**src/rtl/assert_macros.svh**
```systemverilog
// Assertion helpers shared by the RTL files.
// Every macro samples on the rising edge of clk and is disabled while rst_n is low.
`ifndef ASSERT_MACROS_SVH
`define ASSERT_MACROS_SVH

// The property must hold at every clock edge.
`define RSG_ASSERT(lbl, prop, msg) \
  lbl: assert property (@(posedge clk) disable iff (!rst_n) (prop)) else $error(msg);

// When the antecedent holds, the consequent must hold in the same cycle.
`define RSG_IMPLY(lbl, ante, cons, msg) \
  lbl: assert property (@(posedge clk) disable iff (!rst_n) (ante) |-> (cons)) else $error(msg);

// When the antecedent holds, the consequent must hold in the next cycle.
`define RSG_NEXT(lbl, ante, cons, msg) \
  lbl: assert property (@(posedge clk) disable iff (!rst_n) (ante) |=> (cons)) else $error(msg);

`endif

```
**src/rtl/rsg_div_step.sv**
```systemverilog
module rsg_div_step #(
  parameter int W = 13
) (
  input  logic [W-1:0] rem,
  input  logic [W-1:0] dvs,
  input  logic         bit_in,
  output logic [W-1:0] rem_nxt,
  output logic         q
);

  logic [W:0] sh;
  logic [W:0] diff;

  // One restoring division step: shift in a dividend bit, subtract if it fits.
  always_comb begin
    sh      = {rem, bit_in};
    diff    = sh - {1'b0, dvs};
    q       = (sh >= {1'b0, dvs});
    rem_nxt = q ? diff[W-1:0] : sh[W-1:0];
  end

endmodule

```
**config.mk**
```make
export PLATFORM = sky130hd
export DESIGN_NAME = rsg_div_step
export DESIGN_NICKNAME = d
export VERILOG_FILES = /design/src/rtl/assert_macros.svh /design/src/rtl/rsg_div_step.sv
export SDC_FILE = /design/constraint.sdc
export NUM_CORES = 1
export LEC_CHECK = 0
export BUFFER_PORTS_ARGS = -buffer_cell sky130_fd_sc_hd__buf_2
export CORE_ASPECT_RATIO = 1.75
export CORE_MARGIN = 2
export CORE_UTILIZATION = 30
export DETAILED_ROUTE_END_ITERATION = 8
export PLACE_DENSITY_LB_ADDON = 0.12
export SLEW_MARGIN = 20
export SYNTH_ARGS = -nofsm -noshare
export SYNTH_HDL_FRONTEND = slang
export SYNTH_SLANG_ARGS = --single-unit
```
**constraint.sdc**
```tcl
create_clock -name vclk -period 3.2
set_input_delay 0.16 -clock vclk [all_inputs]
set_output_delay 0.16 -clock vclk [all_outputs]
set_load 0.05 [all_outputs]
```
# After elaboration in Yosys (flattened, before gate mapping)
# Index checks and enable logic that the tools add are counted.
# totals
ff_bits	0
in_bits	27
output_inout_bits	14
word_cells	3
# classes
add_sub_neg	1
magnitude_cmp	1
muxes	1
# ops
cell	count
$ge 14x13->1	1
$mux 13	1
$sub 13x13->13	1

# Logic depth before layout (Yosys ltp)
# depth
depth_word	2
ltp_mapped	11
ltp_nobuf	10

# Worst setup path after synthesis
# Ideal clock, no wire load.
# synth_timing
path_kind	input port to output port
from	input port bit_in
to	output port rem_nxt[12]
t_arrival_ns	2.768
t_required_ns	3.040
path_slack_ns	0.272
stages	11
path_buffers	1
cell_sequence	inv_1 ha_1 inv_1 fa_1 a21oi_1 o2111ai_2 a2111oi_2 or2_1 buf_6 inv_6 mux2i_1
# synth_between
elab_chain_cells	2
elab_cells_between_ends	3
classes_between	add/sub (1); order compare (1); mux (1)
# synth_lines
item	line_no	rtl
start, declared	rsg_div_step.sv:6	input logic bit_in,
$ge 14x13->1	rsg_div_step.sv:18	q = (sh >= {1'b0, dvs});
named net q	rsg_div_step.sv:8	output logic q
$mux 13	rsg_div_step.sv:19	rem_nxt = q ? diff[W-1:0] : sh[W-1:0];
end, declared	rsg_div_step.sv:7	output logic [W-1:0] rem_nxt,
# The timed path passes the listed nets, and every way through them passes these cells.

# Worst setup path after layout
# layout_timing
from	input port bit_in
to	output port rem_nxt[8]
# layout_between
elab_chain_cells	2
elab_cells_between_ends	3
classes_between	add/sub (1); order compare (1); mux (1)
# layout_lines
item	line_no
$sub 13x13->13 or $ge 14x13->1 (tied branches)	rsg_div_step.sv:17, rsg_div_step.sv:18
$mux 13 (*)	rsg_div_step.sv:19
# Mark *: on every way between the ends. The rest lies on a longest branch, timed or not.

==> results.cfg <==
[worst_setup_path]
cp-start-kind = primary input
cp.depth = 12
cp.required_ns = 3.04
path_max_fanout = 10
slowest_stage = fa_1
cp.arrival_ns = 2.75
critPathTopFamily = compound AO/OA/AOI/OAI gates
critPathBufInv = 5
cp-end-kind = primary output
worstPathCellList = buf_2, inv_1, ha_1, inv_1, fa_1, a21oi_1, o2111ai_2, a2111oi_2, or2_1, inv_6, mux2_4, buf_2
crit_type = primary input to primary output
endpoint = rem_nxt[8]
crit_path_start = bit_in
slowest_delay_ns = 0.40

[route]
dr_wl_met2_um = 1320
wl_met3_um = 99
drt_wl_total_um = 2280
first_iter_violations = 6
wl_met1_um = 835
route.detailed.drc = 0
dr.pass1.iters = 4
avgViaCountPerCell = 5.27
ant_nets = 0
wl_per_cell_um = 12.2
via_count = 985
routed.top_layer = met4

[timing]
finalHoldViolations = 0
finalCritPeriodShare = 0.909
slew-limit-headroom = 0.740
fin_tns_setup_ns = 0
setup_viol = 0
worst_pin_slew_ns = 0.389
drv_slew = 0
rsz0062_at_grt = no
fmax_ghz = 0.344
min_period_ns = 2.91

[grt]
grt_max_degree = 11
overflow = 0
grt_pass1_vias = 946
antenna_found_initial = 0
grt_usage = 0.135
grt_pass1_wl_um = 3770

[logic_synthesis]
synth_area_leader_cell = ha_1
yosysWarningCount = 0
synth.top_cell.area_share = 0.179
netlist_instances = 118
ys_seq_area_frac = 0
avgSynthCellArea_um2 = 7.69
synth.distinct_cells = 40
synth_area_um2 = 907
synth_area_leaders = ha_1 (18%), mux2_4 (13%), inv_1 (7.4%), a21oi_1 (5.0%), xnor2_1 (3.9%)
synth_nets = 159

[placed_design]
io_buffers = 41
place_area_um2 = 1140
place_inst = 187
finalWeightedCongestion = 0.794
dpl.hpwl_um = 2040

[cts]
post-cts-setup-buffer-count = 0
ctsHoldBuffers = 0
cts_resized = 0

[die]
fp.dieH_um = 76.7
initial_core_util = 0.313
core_area_um2 = 2900
io_pins = 41
dieArea_um2 = 3500
rows = 26
die_x_um = 45.6

[cells_and_area]
final_common_cell = buf_2
fin_area_um2 = 1140
fin_nets = 202
final_cell_mix = buf_2 (41), inv_1 (18), ha_1 (13)
drive_above_1_share = 0.352
seq_area_um2 = 0
clkbuf_count = 0
antenna_cells = 0
seq_cell_count = 0
areaGrowthSynthToFinish_pct = 26.1
instances_no_fill = 187

[pwr]
p_leak_nw = 0.609
peakVddDrop_mv = 0.136
power_density_nw_per_um2 = 351
seqPwrFrac = 0
p_sw_frac = 0.648
switching_power_uw = 260
clkPwrFrac = 0
comb_power_share = 1.000
power.total_uw = 401
internal_power_uw = 141

[min_path]
hp-class = primary input to primary output
min-delay-start = rem[11]

[run_status]
status = complete, no violations

[run]
drv_cap = 0
==> power by group through the flow <==
stage | Clock, mW | Sequential (mW) | Combinational, mW
after CTS | 0 | 0 | 0.406
after global placement | 0 | 0 | 0.403
after detailed placement | 0 | 0 | 0.405
final | 0 | 0 | 0.401
after floorplan | 0 | 0 | 0.327
after global routing | 0 | 0 | 0.433
==> final cells by class <==
type | count | area [µm²]
multi-input cells | 98 | 820
inverters | 19 | 76.3
repair buffers | 42 | 213
fillers | 316 | 1750
well taps | 28 | 35.0
==> cell usage after synthesis, drive strengths merged, types with 2 or more instances <==
cell     instances
inv             19
ha              13
a21oi            9
mux2             9
nand2            9
nor2             5
o21ai            5
nand3            4
nor3             4
xnor2            4
xor2             4
o211ai           3
or3              3
a21o             2
nand2b           2
o2111ai          2
o31ai            2
==> cell families after synthesis <==
group           count (synthesis)  synth area share
simple gates                   34             0.195
compound gates                 32             0.274
buf+inv                        20            0.0965
fa+ha+maj                      14             0.201
mux                            10             0.156
xor+xnor                        8            0.0772
==> per-stage QoR <==
step,utilization,hold slack [ns],setup slack (ns)
floorplan,-,0.544,0.272
global placement,0.395,0.717,0.310
detailed placement,0.395,0.725,0.248
CTS,0.395,0.727,0.250
global route,0.395,0.757,0.0294
finish,0.395,0.724,0.292
==> worst min-delay path: cells and delay by family <==
family | cells | cell delay [ns]
multiplexers | 1 | 0.05
buffers and inverters | 3 | 0.36
==> worst min-delay path by stage <==
| stage | slack, ns | depth (start not counted) | endpoint |
|---|---|---|---|
| 2_1_floorplan | 0.54 | 1 | rem_nxt[10] |
| 3_5_place_dp | 0.72 | 4 | rem_nxt[12] |
| 6_report | 0.72 | 4 | rem_nxt[12] |
| 3_3_place_gp | 0.72 | 4 | rem_nxt[12] |
| 4_1_cts | 0.73 | 4 | rem_nxt[12] |
| 5_1_grt | 0.76 | 4 | rem_nxt[12] |
==> layer usage <==
metal  GRT usage  vias to the layer above
li1            -                      513
met1       0.140                      440
met2       0.273                       30
met3     0.00235                        2
met4      0.0235                        0
met5           0                        -
No activity file was read; power rests on OpenSTA's default activity.
