[config.mk]
export PLATFORM = sky130hd
export DESIGN_NAME = rsg_sqrt_step
export DESIGN_NICKNAME = d
export VERILOG_FILES = /design/src/rtl/assert_macros.svh /design/src/rtl/rsg_sqrt_step.sv
export SDC_FILE = /design/constraint.sdc
export NUM_CORES = 1
export LEC_CHECK = 0
export BUFFER_PORTS_ARGS = -buffer_cell sky130_fd_sc_hd__buf_2
export CAP_MARGIN = 40
export CORE_ASPECT_RATIO = 1.2
export CORE_MARGIN = 3
export CORE_UTILIZATION = 40
export DETAILED_ROUTE_END_ITERATION = 8
export GPL_TIMING_DRIVEN = 0
export PLACE_DENSITY = 0.81
export SLEW_MARGIN = 20
export SYNTH_ARGS = -nofsm -noshare
export SYNTH_HDL_FRONTEND = slang
export SYNTH_SLANG_ARGS = --single-unit
[constraint.sdc]
create_clock -name vclk -period 3.2
set_input_delay 0.16 -clock vclk [all_inputs]
set_output_delay 0.16 -clock vclk [all_outputs]
set_load 0.02 [all_outputs]
[src/rtl/assert_macros.svh]
// Assertion helpers shared by the RTL files.
// Every macro samples on the rising edge of clk and is disabled while rst_n is low.
`ifndef ASSERT_MACROS_SVH
`define ASSERT_MACROS_SVH

// The property must hold at every clock edge.
`define RSG_ASSERT(lbl, prop, msg) \
  lbl: assert property (@(posedge clk) disable iff (!rst_n) (prop)) else $error(msg);

// When the antecedent holds, the consequent must hold in the same cycle.
`define RSG_IMPLY(lbl, ante, cons, msg) \
  lbl: assert property (@(posedge clk) disable iff (!rst_n) (ante) |-> (cons)) else $error(msg);

// When the antecedent holds, the consequent must hold in the next cycle.
`define RSG_NEXT(lbl, ante, cons, msg) \
  lbl: assert property (@(posedge clk) disable iff (!rst_n) (ante) |=> (cons)) else $error(msg);

`endif

[src/rtl/rsg_sqrt_step.sv]
module rsg_sqrt_step #(
  parameter int QW = 18
) (
  input  logic [QW+1:0] rem,
  input  logic [QW-1:0] root,
  input  logic [1:0]    bits,
  output logic [QW+1:0] rem_nxt,
  output logic [QW-1:0] root_nxt
);

  localparam int RW = QW + 2;

  logic [RW-1:0] sh;
  logic [RW-1:0] trial;
  logic          ge;

  // One digit of the integer square root: bring down two bits, try 4*root+1.
  always_comb begin
    sh       = {rem[RW-3:0], bits};
    trial    = {root, 2'b01};
    ge       = (sh >= trial);
    rem_nxt  = ge ? (sh - trial) : sh;
    root_nxt = {root[QW-2:0], ge};
  end

endmodule

## Word-level counts from Yosys, hierarchy flattened

Cells that the tools add are included.

| word-level totals | value |
|---|---|
| input port bits | 40 |
| output and inout port bits | 38 |
| register bits after elaboration | 0 |

| operators by class | value |
|---|---|
| muxes and demuxes | 1 |
| $lt $le $gt $ge | 1 |
| add/sub/neg operators | 1 |

Operators by type and width:

| operator | number |
|---|---|
| $ge A20 B20 Y1 | 1 |
| $mux W20 | 1 |
| $sub A20 B20 Y20 | 1 |

## Longest topological paths before layout

Gate-level depths: netlist (run 1).

| logic depth | value |
|---|---|
| depth after elaboration | 2 |
| gate-level depth with buffers | 11 |
| depth with buffers taken out | 9 |

## Least setup slack after synthesis (run 1)

OpenSTA, ideal clock, no wires.

| timing | value |
|---|---|
| path type | input to output |
| from | in root[1] |
| to | out rem_nxt[13] |
| cell stages on the path | 9 |
| data required time | 3.040 ns |
| path slack | 0.944 ns |
| data arrival time | 2.096 ns |
| path buffers | 0 |
| path through | inv_1 -> ha_1 -> o211ai_1 -> o21ai_2 -> o21ai_0 -> a311oi_1 -> a31oi_1 -> xor2_1 -> o21ai_0 |

| on the way | value |
|---|---|
| word-level cells in the longest chain between the ends | 2 |
| elaborated cells between the ends (all ways) | 3 |

RTL lines:

| element | RTL line | text |
|---|---|---|
| start, declared | rsg_sqrt_step.sv:5 | `input logic [QW-1:0] root,` |
| $sub A20 B20 Y20 / $ge A20 B20 Y1 (equally long branches) | rsg_sqrt_step.sv:22, rsg_sqrt_step.sv:21 |  |
| $mux W20 * | rsg_sqrt_step.sv:22 | `rem_nxt = ge ? (sh - trial) : sh;` |
| end, declared | rsg_sqrt_step.sv:7 | `output logic [QW+1:0] rem_nxt,` |

Mark *: on every way between the ends. The rest lies on a longest branch, timed or not.

## Worst setup path in the final report (run 1)

| timing | value |
|---|---|
| from | in rem[7] |
| to | out rem_nxt[17] |

| on the way | value |
|---|---|
| word-level cells in the longest chain between the ends | 2 |
| elaborated cells between the ends (all ways) | 3 |

RTL lines:

| element | RTL line | text |
|---|---|---|
| start, declared | rsg_sqrt_step.sv:4 | `input logic [QW+1:0] rem,` |
| $sub A20 B20 Y20 / $ge A20 B20 Y1 (equally long branches) | rsg_sqrt_step.sv:22, rsg_sqrt_step.sv:21 |  |
| $mux W20 * | rsg_sqrt_step.sv:22 |  |

Marked as above.

==> impl_metrics.py, run 1 <==
metrics = {
    "outcome": {
        "status": "finished, final reports clean",
    },
    "sta": {
        "period_minus_slack_ns": 2.59,
        "setup_ws_ns": 0.607,
        "tns_ns": 0,
        "slew_violations": 0,
        "hold_viol": 0,
        "finalSetupViolCount": 0,
        "rsz0062_at_grt": "no",
        "clock.fmax_mhz": 386,
        "period_share_pct": 81.0,
        "max_slew_margin_pct": 61.9,
        "worst_pin_slew_ns": 0.557,
        "hold_ws_ns": 0.637,
    },
    "floorplan": {
        "die-area_mm2": 0.00436,
        "start_util_pct": 42.4,
        "die_w_um": 60.8,
        "die_height_um": 71.8,
        "core_region_area_mm2": 0.00340,
        "ios": 78,
        "rows": 23,
    },
    "pwr": {
        "switchingPower_mw": 0.263,
        "p_leak_nw": 1.05,
        "power_frac_comb_pct": 100.0,
        "internal-power_mw": 0.187,
        "ir_drop_v": 0.000131,
        "seq_power_share_pct": 0,
        "sw_frac_of_total_pct": 58.5,
        "p_per_area_mw_per_mm2": 241,
        "power.share.clock_pct": 0,
    },
    "setup_path": {
        "setup.worst_path.class": "primary input to output pin",
        "worstPathRequired_ns": 3.04,
        "cpMostUsedCell": "buf_2",
        "path_cells": "buf_2 > ha_1 > buf_6 > a21oi_2 > o21a_1 > o21ai_1 > a211o_1 > o22ai_4 > buf_2 > nand2_1 > o31ai_1 > buf_2",
        "crit_path_max_fanout": 10,
        "worstPathArrival_ns": 2.43,
        "critical_path.startpoint_type": "primary input",
        "crit_slowest_cell": "a211o_1",
        "endpoint_kind": "output pin",
        "max_stage_delay_ns": 0.34,
    },
    "final_layout": {
        "final_cell_mix": "78 x buf_2, 32 x nand2_1, 22 x inv_1, 22 x o21ai_0, 20 x ha_1",
        "ff_latch_area_um2": 0,
        "layout.nets": 359,
        "drive_above_1_share_pct": 37.7,
        "seq_cells": 0,
        "num-clock-buffers": 0,
        "n_antenna_cell": 0,
        "final_cells": 334,
        "final_common_cell": "buf_2",
        "area_growth_pct": 29.6,
    },
    "clocking": {
        "post_cts.repair.setup_buffers": 0,
        "hold_buffers": 0,
        "cts_resized": 0,
    },
    "yosys": {
        "yosysSeqAreaShare_pct": 0,
        "syn_area_mm2": 0.00144,
        "synthCells": 221,
        "ys_types": 43,
        "syn_nets": 281,
        "syn_area_per_cell_um2": 6.52,
        "ys.warnings.count": 0,
    },
    "placed_design": {
        "port_buffers": 76,
        "dp.cells": 334,
        "post-place-ws_ns": 0.593,
        "hpwl_um": 3190,
        "gp_congestion": 0.858,
    },
    "worst_hold_path": {
        "min_path_type": "primary input to output pin",
    },
    "grt": {
        "grt_usage_pct": 16.7,
        "antenna_found_initial": 0,
        "grt_pass1_vias": 1645,
        "grt_overflow_total": 0,
        "grt_max_degree": 11,
        "grt_pass1_wl_um": 6200,
    },
    "drt": {
        "drcViolationCount": 0,
        "vias": 1702,
        "first_iter_violations": 44,
        "vias_per_cell": 5.10,
        "wl_um": 3680,
        "wl_per_cell_um": 11.0,
        "first_pass_iters": 4,
        "postRouteAntennaNets": 0,
    },
    "job": {
        "cap_viol_max_count": 0,
    },
}
-- layer usage --
layer	global-route usage, %	vias up	share of wire (%)
li1	-	907	-
met3	0.541	4	5.5
met2	32.1	51	50
met4	2.41	0	0.90
met5	0	-	0
met1	20.2	740	44
-- cell families (layout without fill, tap and decap cells) --
group | Yosys count | count (layout) | synth area share (%)
muxes | 3 | 3 | 2.52
adders and majority gates | 20 | 20 | 17.4
AOI/OAI and AO/OA | 73 | 73 | 32.9
buffers and inverters | 46 | 122 | 17.7
and+or+nand+nor | 63 | 63 | 19.8
xor gates and xnor gates | 16 | 16 | 9.72
-- cells in the mapped netlist, types with 2 or more instances --
library cell / n / area [um2]
a21o_1: 6 / 45.0
o21ai_1: 2 / 10.0
nor3_1: 6 / 30.0
nand3_1: 2 / 10.0
o21ai_0: 22 / 110
inv_1: 22 / 82.6
o211ai_1: 4 / 30.0
a21oi_1: 14 / 70.1
or2_2: 3 / 18.8
a21oi_2: 2 / 17.5
o21a_1: 4 / 30.0
nor2b_1: 2 / 12.5
xor2_1: 8 / 70.1
ha_1: 20 / 250
nand2_1: 32 / 120
nand2b_1: 3 / 18.8
nor2_1: 10 / 37.5
o31ai_1: 3 / 22.5
xnor2_1: 8 / 70.1
buf_4: 19 / 143
a31oi_1: 6 / 37.5
buf_2: 2 / 10.0
-- area by class of cell --
| cell class | instances | area [um2] |
|---|---|---|
| Fill cell | 338 | 1530 |
| Tap cell | 37 | 46.3 |
| Inverter | 23 | 86.3 |
| Multi-Input combinational cell | 175 | 1190 |
| Timing Repair Buffer | 76 | 380 |
| Buffer | 23 | 169 |
-- power by group through the flow --
stage | combinational (mW) | clock [mW] | sequential, mW
finish | 0.450 | 0 | 0
global route | 0.502 | 0 | 0
CTS | 0.453 | 0 | 0
detailed placement | 0.450 | 0 | 0
global placement | 0.445 | 0 | 0
floorplan | 0.327 | 0 | 0
-- path summary, 6_finish.rpt --
kind | cells after the start | end | from
setup / recovery | 12 | rem_nxt[17] | rem[7]
hold / removal | 3 | root_nxt[14] | root[13]
-- critical path: cells and delay by family --
kind                       cells  cell delay [ns]
AOI/OAI and AO/OA              6             1.13
adders and majority gates      1             0.29
and+or+nand+nor                1             0.08
buffers and inverters          4             0.76
-- per-stage QoR --
stage               cell area [um2]  power (mW)  util [%]
detailed placement             1870       0.450      55.0
CTS                            1870       0.453      55.0
global placement               1870       0.445      55.0
global route                   1870       0.502      55.0
floorplan                      1440       0.327         -
finish                         1870       0.450      55.0
Power figures use the tool's default switching activity.
==> run 2: changes to the inputs <==
PLACE_DENSITY = 0.84   (was 0.81)
clock period = 2.2 ns   (was 3.2 ns; I/O delays follow)
==> run 2 against run 1 <==
  * Combinational power rose by 110%
  * The run now ends with setup timing left
  * Flip-flop and latch count did not move
  * Largest cell class unchanged
  * Non-clock buffer count increased by 13
  * First-iteration DRC count rose by 130%
  * Largest power group unchanged
  * Highest routed layer unchanged
==> impl_metrics.py, run 2 (synthesized netlist as in run 1, its figures left out) <==
metrics = {
    "pwr": {
        "power_mw": 0.925,
        "ir_drop_v": 0.000198,
        "p_per_area_mw_per_mm2": 387,
        "p_leak_nw": 1.19,
    },
    "placed_design": {
        "hpwl_um": 3300,
        "port_buffers": 76,
        "gp_congestion": 0.834,
    },
    "sta": {
        "worst_pin_slew_ns": 0.440,
        "hold_ws_ns": 0.520,
        "slew_violations": 0,
        "period_share_pct": 107,
        "clock.fmax_mhz": 423,
        "period_minus_slack_ns": 2.36,
        "finalSetupViolCount": 18,
        "max_slew_margin_pct": 70.3,
        "hold_viol": 0,
        "setup_ws_ns": -0.164,
        "rsz0062_at_grt": "yes",
    },
    "floorplan": {
        "die-area_mm2": 0.00436,
        "die_w_um": 60.8,
        "ios": 78,
        "die_height_um": 71.8,
        "start_util_pct": 42.4,
        "rows": 23,
        "core_region_area_mm2": 0.00340,
    },
    "grt": {
        "grt_overflow_total": 0,
        "grt_usage_pct": 20.0,
        "grt_pass1_vias": 1749,
        "antenna_found_initial": 0,
        "grt_pass1_wl_um": 7200,
        "grt_max_degree": 11,
    },
    "final_layout": {
        "ff_latch_area_um2": 0,
        "drive_above_1_share_pct": 52.1,
        "final_common_cell": "buf_2",
        "seq_cells": 0,
        "layout.nets": 373,
        "num-fill-cells": 270,
        "area_growth_pct": 66.1,
        "final_cell_mix": "58 x buf_2, 40 x buf_4, 27 x nand2_1, 20 x inv_1, 13 x o21ai_0",
        "num-clock-buffers": 0,
        "n_antenna_cell": 0,
    },
    "drt": {
        "wl_per_cell_um": 15.7,
        "vias": 1989,
        "drcViolationCount": 0,
        "wl_um": 5470,
        "postRouteAntennaNets": 0,
        "vias_per_cell": 5.72,
        "first_iter_violations": 100,
        "first_pass_iters": 6,
    },
    "setup_path": {
        "path_cells": "buf_2 > ha_1 > a21oi_2 > o21ai_0 > a221oi_4 > o31ai_4 > a31oi_1 > xnor2_1 > mux2_4 > buf_6",
        "worstPathRequired_ns": 2.09,
        "crit_slowest_cell": "a221oi_4",
        "crit_path_max_fanout": 4,
        "max_stage_delay_ns": 0.38,
        "worstPathArrival_ns": 2.25,
        "endpoint_kind": "output pin",
        "setup.worst_path.class": "primary input to output pin",
        "critical_path.startpoint_type": "primary input",
    },
    "worst_hold_path": {
        "min_path_type": "primary input to output pin",
    },
    "job": {
        "cap_viol_max_count": 0,
    },
    "outcome": {
        "violations": "setup timing",
        "status": "finished, violations left",
    },
    "clocking": {
        "hold_buffers": 0,
    },
}
==> run 2: stage by stage <==
step	setup slack, ns	TNS, ns	utilization (%)	cell area (um2)	cells
5_1_grt	-0.264	-3.74	70.5	2390	348
6_report	-0.164	-1.51	70.5	2390	348
3_5_place_dp	-0.334	-4.77	55.0	1870	334
4_1_cts	0.00369	0	62.0	2110	344
2_1_floorplan	0.0437	0	-	1440	221
3_3_place_gp	-0.302	-4.02	55.0	1870	334
==> run 2: final timing paths <==
path,startpoint,end,cells after the start
min,root[9],root_nxt[10],3
max,rem[5],rem_nxt[18],10
==> run 2: where the power goes <==
part	switching, mW	total, mW	internal (mW)
Sequential	0	0	0
Clock	0	0	0
Combinational	0.505	0.925	0.421
Total	0.505	0.925	0.421
==> run 2: final cells by class <==
cell class	instances	area (um2)	share of cell area, %
Multi-Input combinational cell	176	1510	63.1
Buffer	22	183	7.63
Timing Repair Buffer	90	564	23.6
Tap cell	37	46.3	1.93
Inverter	23	88.8	3.71
==> run 2: timing repair <==
item	4_1_cts	5_1_grt
resized for setup	32	65
buffers inserted	8	4
gates cloned	2	1
pin swaps	14	17
endpoints found under the setup margin	21	21
==> run 2: worst max-delay path, delay by kind of cell <==
family          cells  cell delay (ns)
compound gates      5             1.20
xor+xnor            1             0.09
fa+ha+maj           1             0.36
buf+inv             2             0.24
mux                 1             0.26
==> run 2: routing by layer <==
| layer | up-vias | global-route usage [%] | wire (um) |
|---|---|---|---|
| li1 | 946 | - | - |
| met1 | 906 | 22.3 | 1930 |
| met2 | 117 | 40.0 | 2890 |
| met3 | 20 | 0.541 | 435 |
| met4 | 0 | 3.86 | 212 |
| met5 | - | 0 | 0 |
==> run 3: changes to the inputs <==
ABC_AREA = 1   (was not set)
PLACE_DENSITY = 0.8   (was 0.84)
==> run 3 against run 2 <==
  * The run now ends clean
  * Area after synthesis grew 20%
  * Synthesized cell count grew 53%
  * Utilization shrank 17 points
  * Maximum frequency grew 17%
  * Cell count grew 34%
  * Critical path depth grew 3
  * Flip-flop and latch count is the same
  * Sequential share of layout area is the same
  * Setup slack gained 0.34 ns
==> impl_metrics.py, run 3 <==
metrics = {
    "final_layout": {
        "drive_above_1_share_pct": 27.8,
        "num-clock-buffers": 0,
        "num-fill-cells": 479,
        "n_antenna_cell": 0,
        "seq_cells": 0,
        "area_growth_pct": 26.1,
        "ff_latch_area_um2": 0,
        "layout.nets": 476,
        "final_cell_mix": "134 x nand2_1, 76 x buf_2, 58 x inv_1, 22 x nand3_1, 21 x nor2_1",
        "final_common_cell": "nand2_1",
    },
    "floorplan": {
        "die-area_mm2": 0.00516,
        "start_util_pct": 42.6,
        "ios": 78,
        "core_region_area_mm2": 0.00407,
        "die_height_um": 78.1,
        "rows": 25,
        "die_w_um": 66.1,
    },
    "sta": {
        "period_minus_slack_ns": 2.02,
        "setup_ws_ns": 0.179,
        "period_share_pct": 91.9,
        "finalSetupViolCount": 0,
        "tns_ns": 0,
        "rsz0062_at_grt": "no",
        "hold_viol": 0,
        "slew_violations": 0,
        "max_slew_margin_pct": 74.4,
        "clock.fmax_mhz": 495,
        "worst_pin_slew_ns": 0.379,
    },
    "yosys": {
        "ys.warnings.count": 0,
        "syn_nets": 398,
        "ys_types": 26,
        "yosysMostFrequentCell": "nand2_1",
        "synth_xor_area_share_pct": 5.56,
        "synth_area_leaders": "nand2_1 29%, ha_1 14%, inv_1 13%",
        "synth_top_cell_area_share_pct": 29.0,
        "synth_compound_area_share_pct": 7.00,
        "yosysSeqAreaShare_pct": 0,
        "syn_area_mm2": 0.00173,
        "synth_top_family_by_area": "simple AND/OR/NAND/NOR gates",
        "syn_area_per_cell_um2": 5.13,
        "synth-simple-area-share_pct": 49.7,
        "synthTopCellsByCount": "134 x nand2_1, 58 x inv_1, 22 x nand3_1, 21 x nor2_1, 20 x ha_1",
        "muxShareOfSynthArea_pct": 0,
        "synthCells": 338,
        "synth_adder_area_share_pct": 14.4,
        "synth_top_area_cell": "nand2_1",
    },
    "drt": {
        "postRouteAntennaNets": 0,
        "first_pass_iters": 4,
        "vias": 2160,
        "first_iter_violations": 66,
        "vias_per_cell": 4.62,
        "drcViolationCount": 0,
        "wl_per_cell_um": 10.5,
        "wl_um": 4890,
    },
    "setup_path": {
        "worstPathArrival_ns": 1.91,
        "crit_path_max_fanout": 10,
        "setup.worst_path.class": "primary input to output pin",
        "endpoint_kind": "output pin",
        "worstPathRequired_ns": 2.09,
        "critical_path.startpoint_type": "primary input",
    },
    "outcome": {
        "status": "finished, final reports clean",
    },
    "job": {
        "cap_viol_max_count": 0,
    },
    "grt": {
        "grt_overflow_total": 0,
        "use_met1_pct": 21.8,
        "use_met2_pct": 35.9,
        "grt_max_degree": 11,
        "use_met3_pct": 0.143,
        "grt_usage_pct": 18.2,
        "antenna_found_initial": 0,
        "top_usage_layer": "met2",
        "grt_pass1_vias": 1933,
        "grt_pass1_wl_um": 7890,
    },
    "placed_design": {
        "port_buffers": 76,
        "gp_congestion": 0.867,
        "post-place-ws_ns": 0.122,
        "hpwl_um": 4370,
    },
    "pwr": {
        "p_per_area_mw_per_mm2": 330,
        "ir_drop_v": 0.000176,
        "p_leak_nw": 1.43,
    },
    "worst_hold_path": {
        "min_path_type": "primary input to output pin",
    },
}
-- run 3: routing by layer --
layer	vias to the layer above	part of all wire, %
met5	-	0
met4	0	1.0
met3	4	3.2
met2	49	51
met1	936	45
li1	1171	-
-- run 3: what timing repair did --
action / in CTS / in global routing
setup buffers: 0 / 0
hold buffers: 0 / 0
endpoints found under the setup margin: 0 / 1
resized for setup: 0 / 1
-- run 3: final cells by class --
cell class	count	area, um2	share of cell area, %
buffer	21	173	7.90
timing repair buffer	76	380	17.4
inverter	61	231	10.6
multi-input combinational	256	1330	61.0
tap	54	67.6	3.09
-- run 3: worst paths after layout --
path | depth (start not counted) | slack (ns) | start | endpoint
worst max-delay path | 13 | 0.18 | rem[9] | rem_nxt[7]
worst min-delay path | 3 | 0.54 | root[3] | root_nxt[4]
-- run 3: where the power goes --
| group | internal (mW) | leakage, nW | switching (mW) |
|---|---|---|---|
| Sequential | 0 | 0 | 0 |
| Clock | 0 | 0 | 0 |
| Combinational | 0.272 | 1.43 | 0.449 |
| Total | 0.272 | 1.43 | 0.449 |
-- run 3: per-stage QoR --
step | cells | power, mW | hold WS [ns] | cell area (um2) | utilization (%)
after detailed placement | 468 | 0.726 | 0.539 | 2180 | 53.6
after floorplan | 338 | 0.519 | 0.333 | 1730 | -
after global placement | 468 | 0.720 | 0.536 | 2180 | 53.6
after global routing | 468 | 0.812 | 0.547 | 2180 | 53.7
final | 468 | 0.721 | 0.537 | 2180 | 53.7
after CTS | 468 | 0.729 | 0.540 | 2180 | 53.6
-- run 3: cell families (layout without fill, tap and decap cells) --
group / count (synthesis) / count (layout)
AO/OA/AOI/OAI: 22 / 22
adder cells (fa/ha/maj): 20 / 20
XOR/XNOR: 11 / 11
AND/OR/NAND/NOR: 203 / 203
buffers and inverters: 82 / 158
-- run 3: worst max-delay path: stages --
cell,delay (ns)
buf_2,0.10
ha_1,0.34
nand2_1,0.09
inv_1,0.07
a21oi_1,0.28
nand3_2,0.16
nand2_2,0.11
nand2_4,0.08
inv_4,0.12
buf_8,0.16
nand2_1,0.06
nand2_1,0.06
buf_2,0.16
